**src/rtl/tlfs_pkg.sv**
```systemverilog
// ----------------------------------------------------------------------------
// tlfs_pkg
// Shared types and constants of the two-level feedback scheduler.
// ----------------------------------------------------------------------------
package tlfs_pkg;

    localparam int IO_KINDS = 3;
    localparam logic [15:0] TICK_MAX = 16'hFFFF;

    localparam logic [1:0] REG_DISK_LAT    = 2'd0;
    localparam logic [1:0] REG_TAPE_LAT    = 2'd1;
    localparam logic [1:0] REG_PRINTER_LAT = 2'd2;

    localparam logic MODE_LOAD = 1'b0;
    localparam logic MODE_TICK = 1'b1;

    typedef enum logic [3:0] {
        EV_ARRIVED   = 4'd0,
        EV_RAN_HIGH  = 4'd1,
        EV_RAN_LOW   = 4'd2,
        EV_IO_HIGH   = 4'd3,
        EV_IO_LOW    = 4'd4,
        EV_DONE      = 4'd5,
        EV_IO_RET    = 4'd6,
        EV_TICK_END  = 4'd7,
        EV_LOADED    = 4'd8,
        EV_REFUSED   = 4'd9
    } t_event;

    typedef enum logic [1:0] {
        IO_DISK    = 2'd0,
        IO_TAPE    = 2'd1,
        IO_PRINTER = 2'd2
    } t_io_kind;

    typedef struct packed {
        logic [7:0]                  id;
        logic [15:0]                 arr;
        logic [15:0]                 svc;
        logic [IO_KINDS-1:0][16:0]   pts;
        logic [15:0]                 exec;
        logic [15:0]                 ret;
        logic [1:0]                  kind;
    } t_rec;

    typedef enum logic [3:0] {
        OP_NONE,
        OP_LOAD,
        OP_TICK_START,
        OP_ARR_CHK,
        OP_DSP_SEL,
        OP_DSP_EXE,
        OP_DSP_DONE,
        OP_IO_INIT,
        OP_IO_POP,
        OP_IO_CHK,
        OP_TICK_END
    } t_op;

    typedef enum logic [3:0] {
        ST_IDLE,
        ST_ARR_WAIT,
        ST_ARR_CHK,
        ST_DSP_WAIT,
        ST_DSP_SEL,
        ST_DSP_RD,
        ST_DSP_EXE,
        ST_DSP_DONE,
        ST_IO_INIT,
        ST_IO_POP,
        ST_IO_RD,
        ST_IO_CHK,
        ST_TICK_END
    } t_state;

    typedef struct packed {
        logic loaded_zero;
        logic scan_last;
        logic queues_empty;
        logic finish_hit;
        logic io_end;
    } t_stat;

endpackage

```
**src/rtl/tlfs_fifo.sv**
```systemverilog
// ----------------------------------------------------------------------------
// tlfs_fifo
// Circular task index queue with a registered read of the head entry.
// ----------------------------------------------------------------------------
module tlfs_fifo #(
    parameter int DEPTH = 16,
    parameter int DW    = 4,
    parameter int CW    = 5
) (
    input  logic          i_clk,
    input  logic          i_rst_n,
    input  logic          i_push,
    input  logic [DW-1:0] i_push_data,
    input  logic          i_pop,
    output logic [DW-1:0] o_head_data,
    output logic          o_empty,
    output logic [CW-1:0] o_count
);

    logic [DW-1:0] r_mem [DEPTH];
    logic [DW-1:0] r_head;
    logic [DW-1:0] r_tail;
    logic [CW-1:0] r_cnt;
    logic [DW-1:0] r_rd;

    function automatic logic [DW-1:0] wrap_inc(input logic [DW-1:0] p);
        logic [DW-1:0] q;
        if (p == DW'(DEPTH - 1)) begin
            q = '0;
        end else begin
            q = p + 1'b1;
        end
        return q;
    endfunction

    always_ff @(posedge i_clk) begin
        if (!i_rst_n) begin
            r_head <= '0;
            r_tail <= '0;
            r_cnt  <= '0;
        end else begin
            if (i_push) begin
                r_tail <= wrap_inc(r_tail);
            end
            if (i_pop) begin
                r_head <= wrap_inc(r_head);
            end
            r_cnt <= r_cnt + CW'(i_push) - CW'(i_pop);
        end
    end

    always_ff @(posedge i_clk) begin
        if (i_push) begin
            r_mem[r_tail] <= i_push_data;
        end
        r_rd <= r_mem[r_head];
    end

    assign o_head_data = r_rd;
    assign o_empty     = (r_cnt == '0);
    assign o_count     = r_cnt;

endmodule

```
**src/rtl/tlfs_ctrl.sv**
```systemverilog
// ----------------------------------------------------------------------------
// tlfs_ctrl
// Sequencer: runs a load, or a tick's arrival scan, dispatch and I/O scan.
// ----------------------------------------------------------------------------
module tlfs_ctrl (
    input  logic           i_clk,
    input  logic           i_rst_n,
    input  logic           i_start,
    input  logic           i_mode,
    input  tlfs_pkg::t_stat i_stat,
    output tlfs_pkg::t_op  o_op,
    output logic           o_busy
);

    tlfs_pkg::t_state r_state;
    tlfs_pkg::t_state n_state;

    always_ff @(posedge i_clk) begin
        if (!i_rst_n) begin
            r_state <= tlfs_pkg::ST_IDLE;
        end else begin
            r_state <= n_state;
        end
    end

    always_comb begin
        n_state = r_state;
        o_op    = tlfs_pkg::OP_NONE;
        case (r_state)
            tlfs_pkg::ST_IDLE: begin
                if (i_start) begin
                    if (i_mode == tlfs_pkg::MODE_LOAD) begin
                        o_op = tlfs_pkg::OP_LOAD;
                    end else begin
                        o_op    = tlfs_pkg::OP_TICK_START;
                        n_state = i_stat.loaded_zero ? tlfs_pkg::ST_DSP_WAIT
                                                     : tlfs_pkg::ST_ARR_WAIT;
                    end
                end
            end
            tlfs_pkg::ST_ARR_WAIT: begin
                n_state = tlfs_pkg::ST_ARR_CHK;
            end
            tlfs_pkg::ST_ARR_CHK: begin
                o_op    = tlfs_pkg::OP_ARR_CHK;
                n_state = i_stat.scan_last ? tlfs_pkg::ST_DSP_WAIT
                                           : tlfs_pkg::ST_ARR_WAIT;
            end
            tlfs_pkg::ST_DSP_WAIT: begin
                n_state = i_stat.queues_empty ? tlfs_pkg::ST_IO_INIT
                                              : tlfs_pkg::ST_DSP_SEL;
            end
            tlfs_pkg::ST_DSP_SEL: begin
                o_op    = tlfs_pkg::OP_DSP_SEL;
                n_state = tlfs_pkg::ST_DSP_RD;
            end
            tlfs_pkg::ST_DSP_RD: begin
                n_state = tlfs_pkg::ST_DSP_EXE;
            end
            tlfs_pkg::ST_DSP_EXE: begin
                o_op    = tlfs_pkg::OP_DSP_EXE;
                n_state = i_stat.finish_hit ? tlfs_pkg::ST_DSP_DONE
                                            : tlfs_pkg::ST_IO_INIT;
            end
            tlfs_pkg::ST_DSP_DONE: begin
                o_op    = tlfs_pkg::OP_DSP_DONE;
                n_state = tlfs_pkg::ST_IO_INIT;
            end
            tlfs_pkg::ST_IO_INIT: begin
                o_op    = tlfs_pkg::OP_IO_INIT;
                n_state = tlfs_pkg::ST_IO_POP;
            end
            tlfs_pkg::ST_IO_POP: begin
                if (i_stat.io_end) begin
                    n_state = tlfs_pkg::ST_TICK_END;
                end else begin
                    o_op    = tlfs_pkg::OP_IO_POP;
                    n_state = tlfs_pkg::ST_IO_RD;
                end
            end
            tlfs_pkg::ST_IO_RD: begin
                n_state = tlfs_pkg::ST_IO_CHK;
            end
            tlfs_pkg::ST_IO_CHK: begin
                o_op    = tlfs_pkg::OP_IO_CHK;
                n_state = tlfs_pkg::ST_IO_POP;
            end
            tlfs_pkg::ST_TICK_END: begin
                o_op    = tlfs_pkg::OP_TICK_END;
                n_state = tlfs_pkg::ST_IDLE;
            end
            default: begin
                n_state = tlfs_pkg::ST_IDLE;
            end
        endcase
    end

    assign o_busy = (r_state != tlfs_pkg::ST_IDLE);

endmodule

```
**src/rtl/tlfs_dpath.sv**
```systemverilog
// ----------------------------------------------------------------------------
// tlfs_dpath
// Task table, run queues, counters and result register.
// ----------------------------------------------------------------------------
module tlfs_dpath #(
    parameter int MAX_TASKS = 16
) (
    input  logic                  i_clk,
    input  logic                  i_rst_n,
    input  tlfs_pkg::t_op         i_op,
    output tlfs_pkg::t_stat       o_stat,
    input  logic                  i_cfg_wr_en,
    input  logic [1:0]            i_cfg_addr,
    input  logic [7:0]            i_cfg_wdata,
    input  logic [7:0]            i_task_ident,
    input  logic [15:0]           i_arrival_tick,
    input  logic [15:0]           i_service_ticks,
    input  logic signed [16:0]    i_disk_at,
    input  logic signed [16:0]    i_tape_at,
    input  logic signed [16:0]    i_printer_at,
    output logic                  o_res_valid,
    output logic [3:0]            o_event_res,
    output logic [7:0]            o_task_out,
    output logic [1:0]            o_io_type,
    output logic [15:0]           o_tick_now,
    output logic [15:0]           o_executed_out,
    output logic                  o_all_done,
    output logic                  o_last
);

    localparam int TW = (MAX_TASKS > 1) ? $clog2(MAX_TASKS) : 1;
    localparam int CW = $clog2(MAX_TASKS + 1);

    logic [7:0]       r_lat [tlfs_pkg::IO_KINDS];
    logic [15:0]      r_tick, n_tick;
    logic [CW-1:0]    r_loaded, n_loaded;
    logic [CW-1:0]    r_fin, n_fin;
    tlfs_pkg::t_rec   r_tab [MAX_TASKS];
    tlfs_pkg::t_rec   r_rec;
    logic [TW-1:0]    r_idx, n_idx;
    logic             r_arrived [MAX_TASKS];
    logic             r_from_high, n_from_high;
    logic [CW-1:0]    r_io_n, n_io_n;
    logic [CW-1:0]    r_io_j, n_io_j;

    logic             r_valid, n_valid;
    logic             r_last, n_last;
    logic [3:0]       r_ev, n_ev;
    logic [7:0]       r_task, n_task;
    logic [1:0]       r_kind, n_kind;
    logic [15:0]      r_exec, n_exec;

    logic             wr_en;
    logic [TW-1:0]    wr_addr;
    tlfs_pkg::t_rec   wr_data;
    logic             arr_set, arr_clr;

    logic             hq_push, hq_pop, lq_push, lq_pop, iq_push, iq_pop;
    logic [TW-1:0]    hq_din, lq_din, iq_din;
    logic [TW-1:0]    hq_head, lq_head, iq_head;
    logic             hq_empty, lq_empty, iq_empty;
    logic [CW-1:0]    hq_cnt, lq_cnt, iq_cnt;

    logic [tlfs_pkg::IO_KINDS-1:0] match;
    logic             io_found;
    tlfs_pkg::t_io_kind found_kind;
    logic [15:0]      exec_inc;
    logic             done_hit;
    logic [16:0]      ret_sum;
    logic [15:0]      ret_sat;

    tlfs_fifo #(.DEPTH(MAX_TASKS), .DW(TW), .CW(CW)) u_hq (
        .i_clk(i_clk), .i_rst_n(i_rst_n), .i_push(hq_push), .i_push_data(hq_din),
        .i_pop(hq_pop), .o_head_data(hq_head), .o_empty(hq_empty), .o_count(hq_cnt)
    );

    tlfs_fifo #(.DEPTH(MAX_TASKS), .DW(TW), .CW(CW)) u_lq (
        .i_clk(i_clk), .i_rst_n(i_rst_n), .i_push(lq_push), .i_push_data(lq_din),
        .i_pop(lq_pop), .o_head_data(lq_head), .o_empty(lq_empty), .o_count(lq_cnt)
    );

    tlfs_fifo #(.DEPTH(MAX_TASKS), .DW(TW), .CW(CW)) u_iq (
        .i_clk(i_clk), .i_rst_n(i_rst_n), .i_push(iq_push), .i_push_data(iq_din),
        .i_pop(iq_pop), .o_head_data(iq_head), .o_empty(iq_empty), .o_count(iq_cnt)
    );

    // I/O point match, first in the order disk, tape, printer
    always_comb begin
        for (int k = 0; k < tlfs_pkg::IO_KINDS; k++) begin
            match[k] = ({1'b0, r_rec.exec} == r_rec.pts[k]);
        end
        io_found = |match;
        if (match[0]) begin
            found_kind = tlfs_pkg::IO_DISK;
        end else if (match[1]) begin
            found_kind = tlfs_pkg::IO_TAPE;
        end else begin
            found_kind = tlfs_pkg::IO_PRINTER;
        end
        exec_inc = (r_rec.exec != tlfs_pkg::TICK_MAX) ? r_rec.exec + 16'd1 : r_rec.exec;
        done_hit = (exec_inc >= r_rec.svc);
        ret_sum  = {1'b0, r_tick} + {9'd0, r_lat[found_kind]};
        ret_sat  = ret_sum[16] ? tlfs_pkg::TICK_MAX : ret_sum[15:0];
    end

    always_comb begin
        n_tick      = r_tick;
        n_loaded    = r_loaded;
        n_fin       = r_fin;
        n_idx       = r_idx;
        n_from_high = r_from_high;
        n_io_n      = r_io_n;
        n_io_j      = r_io_j;
        n_valid     = 1'b0;
        n_last      = 1'b0;
        n_ev        = r_ev;
        n_task      = r_task;
        n_kind      = r_kind;
        n_exec      = r_exec;
        wr_en       = 1'b0;
        wr_addr     = r_idx;
        wr_data     = r_rec;
        arr_set     = 1'b0;
        arr_clr     = 1'b0;
        hq_push     = 1'b0;
        hq_pop      = 1'b0;
        lq_push     = 1'b0;
        lq_pop      = 1'b0;
        iq_push     = 1'b0;
        iq_pop      = 1'b0;
        hq_din      = r_idx;
        lq_din      = r_idx;
        iq_din      = r_idx;
        case (i_op)
            tlfs_pkg::OP_LOAD: begin
                n_valid = 1'b1;
                n_last  = 1'b1;
                n_task  = i_task_ident;
                n_kind  = '0;
                n_exec  = '0;
                if (r_loaded == CW'(MAX_TASKS)) begin
                    n_ev = tlfs_pkg::EV_REFUSED;
                end else begin
                    n_ev         = tlfs_pkg::EV_LOADED;
                    wr_en        = 1'b1;
                    wr_addr      = r_loaded[TW-1:0];
                    wr_data.id   = i_task_ident;
                    wr_data.arr  = i_arrival_tick;
                    wr_data.svc  = i_service_ticks;
                    wr_data.pts  = {i_printer_at, i_tape_at, i_disk_at};
                    wr_data.exec = '0;
                    wr_data.ret  = '0;
                    wr_data.kind = tlfs_pkg::IO_DISK;
                    arr_clr      = 1'b1;
                    n_loaded     = r_loaded + 1'b1;
                end
            end
            tlfs_pkg::OP_TICK_START: begin
                n_idx = '0;
            end
            tlfs_pkg::OP_ARR_CHK: begin
                if (!r_arrived[r_idx] && r_rec.arr == r_tick) begin
                    arr_set = 1'b1;
                    hq_push = 1'b1;
                    n_valid = 1'b1;
                    n_ev    = tlfs_pkg::EV_ARRIVED;
                    n_task  = r_rec.id;
                    n_kind  = '0;
                    n_exec  = r_rec.exec;
                end
                if (!o_stat.scan_last) begin
                    n_idx = r_idx + 1'b1;
                end
            end
            tlfs_pkg::OP_DSP_SEL: begin
                n_from_high = !hq_empty;
                if (!hq_empty) begin
                    hq_pop = 1'b1;
                    n_idx  = hq_head;
                end else begin
                    lq_pop = 1'b1;
                    n_idx  = lq_head;
                end
            end
            tlfs_pkg::OP_DSP_EXE: begin
                n_valid = 1'b1;
                n_task  = r_rec.id;
                wr_en   = 1'b1;
                if (io_found) begin
                    wr_data.ret             = ret_sat;
                    wr_data.kind            = found_kind;
                    wr_data.pts[found_kind] = '1;
                    iq_push = 1'b1;
                    n_ev    = r_from_high ? tlfs_pkg::EV_IO_HIGH : tlfs_pkg::EV_IO_LOW;
                    n_kind  = found_kind;
                    n_exec  = r_rec.exec;
                end else begin
                    wr_data.exec = exec_inc;
                    n_ev   = r_from_high ? tlfs_pkg::EV_RAN_HIGH : tlfs_pkg::EV_RAN_LOW;
                    n_kind = '0;
                    n_exec = exec_inc;
                    if (done_hit) begin
                        n_fin = r_fin + 1'b1;
                    end else if (r_from_high && hq_empty) begin
                        hq_push = 1'b1;
                    end else begin
                        lq_push = 1'b1;
                    end
                end
            end
            tlfs_pkg::OP_DSP_DONE: begin
                n_valid = 1'b1;
                n_ev    = tlfs_pkg::EV_DONE;
            end
            tlfs_pkg::OP_IO_INIT: begin
                n_io_n = iq_cnt;
                n_io_j = '0;
            end
            tlfs_pkg::OP_IO_POP: begin
                iq_pop = 1'b1;
                n_idx  = iq_head;
                n_io_j = r_io_j + 1'b1;
            end
            tlfs_pkg::OP_IO_CHK: begin
                if (r_rec.ret == r_tick) begin
                    if (r_rec.kind == tlfs_pkg::IO_DISK) begin
                        lq_push = 1'b1;
                    end else begin
                        hq_push = 1'b1;
                    end
                    n_valid = 1'b1;
                    n_ev    = tlfs_pkg::EV_IO_RET;
                    n_task  = r_rec.id;
                    n_kind  = r_rec.kind;
                    n_exec  = r_rec.exec;
                end else begin
                    iq_push = 1'b1;
                end
            end
            tlfs_pkg::OP_TICK_END: begin
                n_valid = 1'b1;
                n_last  = 1'b1;
                n_ev    = tlfs_pkg::EV_TICK_END;
                n_task  = '0;
                n_kind  = '0;
                n_exec  = '0;
                if (r_tick != tlfs_pkg::TICK_MAX) begin
                    n_tick = r_tick + 16'd1;
                end
            end
            default: begin
                n_valid = 1'b0;
            end
        endcase
    end

    always_comb begin
        o_stat.loaded_zero  = (r_loaded == '0);
        o_stat.scan_last    = ((CW'(r_idx) + 1'b1) == r_loaded);
        o_stat.queues_empty = hq_empty && lq_empty;
        o_stat.finish_hit   = !io_found && done_hit;
        o_stat.io_end       = (r_io_j == r_io_n);
    end

    always_ff @(posedge i_clk) begin
        if (!i_rst_n) begin
            r_tick   <= '0;
            r_loaded <= '0;
            r_fin    <= '0;
            r_valid  <= 1'b0;
            r_last   <= 1'b0;
            for (int k = 0; k < tlfs_pkg::IO_KINDS; k++) begin
                r_lat[k] <= 8'd1;
            end
        end else begin
            r_tick   <= n_tick;
            r_loaded <= n_loaded;
            r_fin    <= n_fin;
            r_valid  <= n_valid;
            r_last   <= n_last;
            if (i_cfg_wr_en) begin
                case (i_cfg_addr)
                    tlfs_pkg::REG_DISK_LAT:    r_lat[0] <= i_cfg_wdata;
                    tlfs_pkg::REG_TAPE_LAT:    r_lat[1] <= i_cfg_wdata;
                    tlfs_pkg::REG_PRINTER_LAT: r_lat[2] <= i_cfg_wdata;
                    default: begin
                    end
                endcase
            end
        end
    end

    always_ff @(posedge i_clk) begin
        r_idx       <= n_idx;
        r_from_high <= n_from_high;
        r_io_n      <= n_io_n;
        r_io_j      <= n_io_j;
        r_ev        <= n_ev;
        r_task      <= n_task;
        r_kind      <= n_kind;
        r_exec      <= n_exec;
        o_tick_now  <= r_tick;
        o_all_done  <= (n_fin == n_loaded);
        if (wr_en) begin
            r_tab[wr_addr] <= wr_data;
        end
        r_rec <= r_tab[r_idx];
        if (arr_clr) begin
            r_arrived[r_loaded[TW-1:0]] <= 1'b0;
        end else if (arr_set) begin
            r_arrived[r_idx] <= 1'b1;
        end
    end

    assign o_res_valid    = r_valid;
    assign o_last         = r_last;
    assign o_event_res    = r_ev;
    assign o_task_out     = r_task;
    assign o_io_type      = r_kind;
    assign o_executed_out = r_exec;

endmodule

```
**src/rtl/two_level_feedback_scheduler_core.sv**
```systemverilog
// ----------------------------------------------------------------------------
// two_level_feedback_scheduler_core
// Load item: one result word the cycle after start; the next start is taken then.
// Tick item: an arrival scan over the loaded tasks, at most one dispatch
// (with a done word when the task completes) and a scan of the I/O list; each
// scan reads the one-port task table once per entry.
// At most one word per cycle, the last carries o_last; words cannot be held off.
// Synchronous active-low reset clears counters, queues and latencies (to 1).
// ----------------------------------------------------------------------------
module two_level_feedback_scheduler_core #(
    parameter int MAX_TASKS = 16
) (
    input  logic               i_clk,
    input  logic               i_rst_n,
    input  logic               start,
    output logic               busy,
    input  logic               i_mode,
    input  logic [7:0]         i_task_ident,
    input  logic [15:0]        i_arrival_tick,
    input  logic [15:0]        i_service_ticks,
    input  logic signed [16:0] i_disk_at,
    input  logic signed [16:0] i_tape_at,
    input  logic signed [16:0] i_printer_at,
    input  logic               i_cfg_wr_en,
    input  logic [1:0]         i_cfg_addr,
    input  logic [7:0]         i_cfg_wdata,
    output logic               o_res_valid,
    output logic [3:0]         o_event_res,
    output logic [7:0]         o_task_out,
    output logic [1:0]         o_io_type,
    output logic [15:0]        o_tick_now,
    output logic [15:0]        o_executed_out,
    output logic               o_all_done,
    output logic               o_last
);

    tlfs_pkg::t_op   op;
    tlfs_pkg::t_stat stat;

    tlfs_ctrl u_ctrl (
        .i_clk   (i_clk),
        .i_rst_n (i_rst_n),
        .i_start (start),
        .i_mode  (i_mode),
        .i_stat  (stat),
        .o_op    (op),
        .o_busy  (busy)
    );

    tlfs_dpath #(.MAX_TASKS(MAX_TASKS)) u_dpath (
        .i_clk           (i_clk),
        .i_rst_n         (i_rst_n),
        .i_op            (op),
        .o_stat          (stat),
        .i_cfg_wr_en     (i_cfg_wr_en),
        .i_cfg_addr      (i_cfg_addr),
        .i_cfg_wdata     (i_cfg_wdata),
        .i_task_ident    (i_task_ident),
        .i_arrival_tick  (i_arrival_tick),
        .i_service_ticks (i_service_ticks),
        .i_disk_at       (i_disk_at),
        .i_tape_at       (i_tape_at),
        .i_printer_at    (i_printer_at),
        .o_res_valid     (o_res_valid),
        .o_event_res     (o_event_res),
        .o_task_out      (o_task_out),
        .o_io_type       (o_io_type),
        .o_tick_now      (o_tick_now),
        .o_executed_out  (o_executed_out),
        .o_all_done      (o_all_done),
        .o_last          (o_last)
    );

endmodule

```
**config.mk**
```make
export PLATFORM = sky130hd
export DESIGN_NAME = two_level_feedback_scheduler_core
export DESIGN_NICKNAME = d
export VERILOG_FILES = /design/src/rtl/tlfs_pkg.sv /design/src/rtl/tlfs_fifo.sv /design/src/rtl/tlfs_ctrl.sv /design/src/rtl/tlfs_dpath.sv /design/src/rtl/two_level_feedback_scheduler_core.sv
export SDC_FILE = /design/constraint.sdc
export NUM_CORES = 2
export LEC_CHECK = 0
export BUFFER_PORTS_ARGS = -buffer_cell sky130_fd_sc_hd__buf_2
export CAP_MARGIN = 15
export CORE_UTILIZATION = 45
export CTS_CLUSTER_SIZE = 20
export DETAILED_ROUTE_END_ITERATION = 10
export HOLD_SLACK_MARGIN = 0.06
export PLACE_DENSITY_LB_ADDON = 0.2
export SLEW_MARGIN = 20
export SYNTH_ARGS = -nofsm -noshare
export SYNTH_HDL_FRONTEND = slang
export SYNTH_SLANG_ARGS = --single-unit
```
**constraint.sdc**
```tcl
create_clock -name i_clk -period 9.5 [get_ports i_clk]
set_clock_uncertainty 0.1 [all_clocks]
set_input_delay 2.85 -clock i_clk [delete_from_list [all_inputs] [get_ports i_clk]]
set_output_delay 2.85 -clock i_clk [all_outputs]
set_load 0.01 [all_outputs]
```
==> load_flow_metrics.sql <==
INSERT INTO impl_metrics (metric_group, metric, value, unit) VALUES
('cts', 'clk_path_buf_depth', '4', ''),
('logic_synthesis', 'synth.avg_cell_area', '20.35', 'um^2'),
('logic_synthesis', 'ys_async_sr_fraction', '0', ''),
('route', 'drt_drc_violations_left', '0', ''),
('global_routing', 'grt_first_pass_wirelength', '348.5', 'mm'),
('cells_and_area', 'synthToLayoutAreaGrowth', '13.52', '%'),
('sta', 'tns', '0', 'ns'),
('pwr', 'pd_cells', '267.2', 'mW/mm^2'),
('placement', 'half_perimeter_wire_length_of_the_detailed_placement_result', '131.9', 'mm'),
('pwr', 'report.power.total', '0.02958', 'W'),
('critical_path', 'setup_crit_start_kind', 'input pin', ''),
('cells_and_area', 'finish.instance_area', '0.1107', 'mm^2'),
('critical_path', 'setup.worst_path.end_class', 'flip-flop', ''),
('placement', 'detailedPlace.worstSlack', '1.984', 'ns'),
('critical_path', 'criticalPathCategory', 'input pin to flip-flop', ''),
('floorplan', 'ios', '156', ''),
('sta', 'fin_crit_share', '0.7041', ''),
('cts', 'cts_max_level', '5', ''),
('critical_path', 'required', '9.91', 'ns'),
('floorplan', 'row_count', '170', ''),
('sta', 'final-max-slew-violation-count', '0', ''),
('job', 'max_cap_violations', '0', ''),
('floorplan', 'die-height', '467.5', 'um'),
('route', '1st_iter_drt_viols', '4728', ''),
('floorplan', 'core-area', '0.2150', 'mm^2'),
('sta', 'fin_ws', '2.811', 'ns'),
('logic_synthesis', 'synth_cells', '4792', ''),
('route', 'vias_per_cell', '5.825', ''),
('global_routing', 'grt_util_all_layers', '0.2224', ''),
('route', 'detailedRoute.firstPassIterationCount', '5', ''),
('cells_and_area', 'post_layout_nonfiller_instances', '8135', ''),
('min_path', 'min-delay-path-class', 'flip-flop to flip-flop', ''),
('placement', 'post_dp_cell_area', '0.1021', 'mm^2'),
('global_routing', 'grt_max_degree', '138', ''),
('floorplan', 'initial_utilization', '0.4534', ''),
('critical_path', 'critical_path.most_common_cell', 'sky130_fd_sc_hd__buf_4', ''),
('critical_path', 'ff2ff_path_depth', '25', ''),
('sta', 'report.final.setup_viol', '0', ''),
('critical_path', 'timing.critical_path.depth', '12', ''),
('run_status', 'run_status', 'completed', ''),
('critical_path', 'worst_ep_arrival_time', '7.09', 'ns'),
('global_routing', 'grt_remaining_overflow', '0', ''),
('cts', 'path_clk_slew', '0.06', 'ns'),
('cts', 'clkLatencyLatePin', '0.91', 'ns'),
('global_routing', 'grt_pass1_vias', '48270', ''),
('cts', 'post_cts.resized_instances', '0', ''),
('logic_synthesis', 'ys_ff_latch', '2506', ''),
('min_path', 'min_from', 'u_dpath.r_tick[8]$_SDFFE_PN0P_', ''),
('critical_path', 'crit_path_top_delay_cell', 'sky130_fd_sc_hd__nor2b_1', ''),
('cts', 'clock_tree_from_tritoncts', 'built', ''),
('sta', 'max-slew-margin-rel', '0.2415', ''),
('logic_synthesis', 'synth.top_cell.area_share', '0.7012', ''),
('logic_synthesis', 'synth_area_leader_cell', 'sky130_fd_sc_hd__edfxtp_1', ''),
('logic_synthesis', 'synth-edff-count', '2277', ''),
('sta', 'min_period', '6.689', 'ns'),
('logic_synthesis', 'post_synth_instance_area', '0.09751', 'mm^2'),
('critical_path', 'path_max_fanout', '37', ''),
('route', 'route.final.wire_length', '240.6', 'mm'),
('route', 'routed_wire_length_per_instance', '29.57', 'um'),
('placement', 'post-place-cells', '7650', ''),
('critical_path', 'critical_path.n_buffers_inverters', '5', ''),
('floorplan', 'overall_die_width', '467.5', 'um'),
('logic_synthesis', 'yosys_warnings', '0', ''),
('sta', 'grt_setup_unrepaired', 'no', ''),
('pwr', 'cellLeakagePower', '36.04', 'nW'),
('cells_and_area', 'filler_cell_count', '16880', ''),
('sta', 'highest_clock_rate', '149.5', 'MHz'),
('floorplan', 'floorplan.die_area', '0.2186', 'mm^2'),
('critical_path', 'regToRegSetupSlack', '2.89', 'ns'),
('cells_and_area', 'nets', '5267', ''),
('critical_path', 'timing.critical_path.to', 'u_dpath.r_tab[2][78]$_DFFE_PP_', '');
## registers in the layout (all words and copies together), names as in the netlist, 8 cells and up, named ones only
register and flops:
u_dpath.r_rec 125, u_dpath.r_arrived 16, u_dpath.r_lat 24, u_dpath.u_iq.r_mem 64
u_dpath.u_lq.r_mem 64, u_dpath.u_hq.r_mem 64, u_dpath.o_tick_now 16, u_dpath.r_tick 16
u_dpath.o_task_out 8, u_dpath.o_executed_out 16, u_dpath.r_tab 2000
## metrics by stage
step | hold slack, ns | utilization
finish | 0.3087 | 0.5148
global route | 0.3434 | 0.5148
CTS | 0.3346 | 0.5146
detailed placement | 0.3385 | 0.4747
global placement | 0.3265 | 0.4747
floorplan | 0.2290 | -
## cells in the mapped netlist (4+ instances only)
cell,instances
sky130_fd_sc_hd__edfxtp_1,2277
sky130_fd_sc_hd__mux4_2,690
sky130_fd_sc_hd__nand2_1,336
sky130_fd_sc_hd__dfxtp_1,229
sky130_fd_sc_hd__clkbuf_1,189
sky130_fd_sc_hd__xor2_1,112
sky130_fd_sc_hd__nor2_1,107
sky130_fd_sc_hd__o21ai_0,97
sky130_fd_sc_hd__nand3_1,90
sky130_fd_sc_hd__inv_1,71
sky130_fd_sc_hd__ha_1,64
sky130_fd_sc_hd__and2_1,59
sky130_fd_sc_hd__buf_1,49
sky130_fd_sc_hd__a21oi_1,39
sky130_fd_sc_hd__xnor2_1,39
sky130_fd_sc_hd__nor2b_1,36
sky130_fd_sc_hd__mux2i_1,33
sky130_fd_sc_hd__and3_1,32
sky130_fd_sc_hd__nor3_1,28
sky130_fd_sc_hd__nor4_1,24
sky130_fd_sc_hd__a21o_1,23
sky130_fd_sc_hd__nand4_1,19
sky130_fd_sc_hd__buf_2,18
sky130_fd_sc_hd__a31oi_1,13
sky130_fd_sc_hd__nand2b_1,8
sky130_fd_sc_hd__nor3b_1,7
sky130_fd_sc_hd__o21bai_1,7
sky130_fd_sc_hd__o31ai_1,7
sky130_fd_sc_hd__a21boi_0,6
sky130_fd_sc_hd__nor4b_1,6
sky130_fd_sc_hd__or2_2,6
sky130_fd_sc_hd__or3_1,6
sky130_fd_sc_hd__mux2_2,5
sky130_fd_sc_hd__a211oi_1,4
sky130_fd_sc_hd__fa_1,4
sky130_fd_sc_hd__o22ai_1,4
## power breakdown
group	switching (W)	total, W	internal, W
clock network	0.00416	0.0102	0.00608
logic	0.00303	0.00487	0.00184
registers	0.000629	0.0145	0.0138
## worst reg2reg max path, cell delays in order, from the launching register on
cell and delay [ns]:
sky130_fd_sc_hd__dfxtp_1 0.63, sky130_fd_sc_hd__nand4_1 0.18, sky130_fd_sc_hd__nor2_1 0.29, sky130_fd_sc_hd__nand4_1 0.23
sky130_fd_sc_hd__or4_1 0.72, sky130_fd_sc_hd__and2_1 0.27, sky130_fd_sc_hd__nand2_1 0.08, sky130_fd_sc_hd__xor2_1 0.30
sky130_fd_sc_hd__inv_1 0.09, sky130_fd_sc_hd__ha_1 0.30, sky130_fd_sc_hd__a21o_1 0.19, sky130_fd_sc_hd__a211oi_1 0.27
sky130_fd_sc_hd__a31oi_1 0.15, sky130_fd_sc_hd__or2_2 0.46, sky130_fd_sc_hd__o311ai_4 0.51, sky130_fd_sc_hd__inv_1 0.09
sky130_fd_sc_hd__ha_1 0.29, sky130_fd_sc_hd__inv_1 0.04, sky130_fd_sc_hd__ha_1 0.18, sky130_fd_sc_hd__inv_1 0.08
sky130_fd_sc_hd__fa_1 0.23, sky130_fd_sc_hd__inv_1 0.06, sky130_fd_sc_hd__a21oi_1 0.15, sky130_fd_sc_hd__nor2_1 0.07
sky130_fd_sc_hd__or3_1 0.33, sky130_fd_sc_hd__and3_1 0.18
## placed cells by master, fill, tap and decap left out, types with 16 or more instances in the layout
| cell type | synthesis | final |
|---|---|---|
| sky130_fd_sc_hd__edfxtp_1 | 2277 | 2277 |
| sky130_fd_sc_hd__mux4_2 | 690 | 690 |
| sky130_fd_sc_hd__nand2_1 | 336 | 335 |
| sky130_fd_sc_hd__clkbuf_16 | 0 | 283 |
| sky130_fd_sc_hd__dfxtp_1 | 229 | 229 |
| sky130_fd_sc_hd__buf_2 | 18 | 155 |
| sky130_fd_sc_hd__xor2_1 | 112 | 112 |
| sky130_fd_sc_hd__buf_4 | 1 | 112 |
| sky130_fd_sc_hd__nor2_1 | 107 | 89 |
| sky130_fd_sc_hd__nand3_1 | 90 | 89 |
| sky130_fd_sc_hd__o21ai_0 | 97 | 87 |
| sky130_fd_sc_hd__clkbuf_1 | 189 | 80 |
| sky130_fd_sc_hd__inv_1 | 71 | 71 |
| sky130_fd_sc_hd__ha_1 | 64 | 64 |
| sky130_fd_sc_hd__and2_1 | 59 | 59 |
| sky130_fd_sc_hd__xnor2_1 | 39 | 39 |
| sky130_fd_sc_hd__a21oi_1 | 39 | 39 |
| sky130_fd_sc_hd__clkinv_1 | 0 | 39 |
| sky130_fd_sc_hd__nor2b_1 | 36 | 36 |
| sky130_fd_sc_hd__mux2i_1 | 33 | 33 |
| sky130_fd_sc_hd__and3_1 | 32 | 32 |
| sky130_fd_sc_hd__clkinv_2 | 0 | 32 |
| sky130_fd_sc_hd__nor3_1 | 28 | 27 |
| sky130_fd_sc_hd__nor4_1 | 24 | 24 |
| sky130_fd_sc_hd__a21o_1 | 23 | 23 |
| sky130_fd_sc_hd__nand4_1 | 19 | 19 |
| sky130_fd_sc_hd__bufinv_16 | 0 | 18 |
| sky130_fd_sc_hd__nor2_4 | 0 | 17 |
| sky130_fd_sc_hd__clkbuf_8 | 0 | 16 |
## area by class of cell
type	instances	area, um^2	share of cell area
Multi-Input combinational cell	1955	23450	0.2118
Antenna cell	2	5.005	0.00004521
Tap cell	2838	3551	0.03208
Clock buffer	379	7602	0.06868
Inverter	71	266.5	0.002407
Clock inverter	103	963.4	0.008703
Sequential cell	2506	72960	0.6591
Timing Repair Buffer	281	1904	0.01720
## worst min path at each step
stage	end	slack, ns	depth (start not counted)
after CTS	u_dpath.o_tick_now[8]$_DFF_P_	0.33	0
after floorplan	u_dpath.o_tick_now[10]$_DFF_P_	0.23	0
after global routing	u_dpath.o_tick_now[8]$_DFF_P_	0.34	0
after global placement	u_dpath.r_io_n[0]$_DFFE_PN_	0.33	0
after detailed placement	u_dpath.r_io_n[0]$_DFFE_PN_	0.34	0
final	u_dpath.o_tick_now[8]$_DFF_P_	0.31	0
## layer usage
layer,up-vias,GRT usage,part of all wire
li1,20050,-,-
met1,25410,0.3211,0.43
met2,1595,0.3573,0.49
met3,332,0.03273,0.059
met4,0,0.05502,0.022
met5,-,0,0
## cells by family after synthesis
kind of cell             after synthesis  share of synthesized area
multiplexers                         728                     0.1633
buffers and inverters                331                    0.01324
AND/OR/NAND/NOR                      777                    0.03766
XOR/XNOR                             152                    0.01379
flip-flops                          2506                     0.7482
adder cells (fa/ha/maj)               68                   0.009033
AO/OA/AOI/OAI                        230                    0.01472
Note: power is estimated with default switching activity, not from simulation.
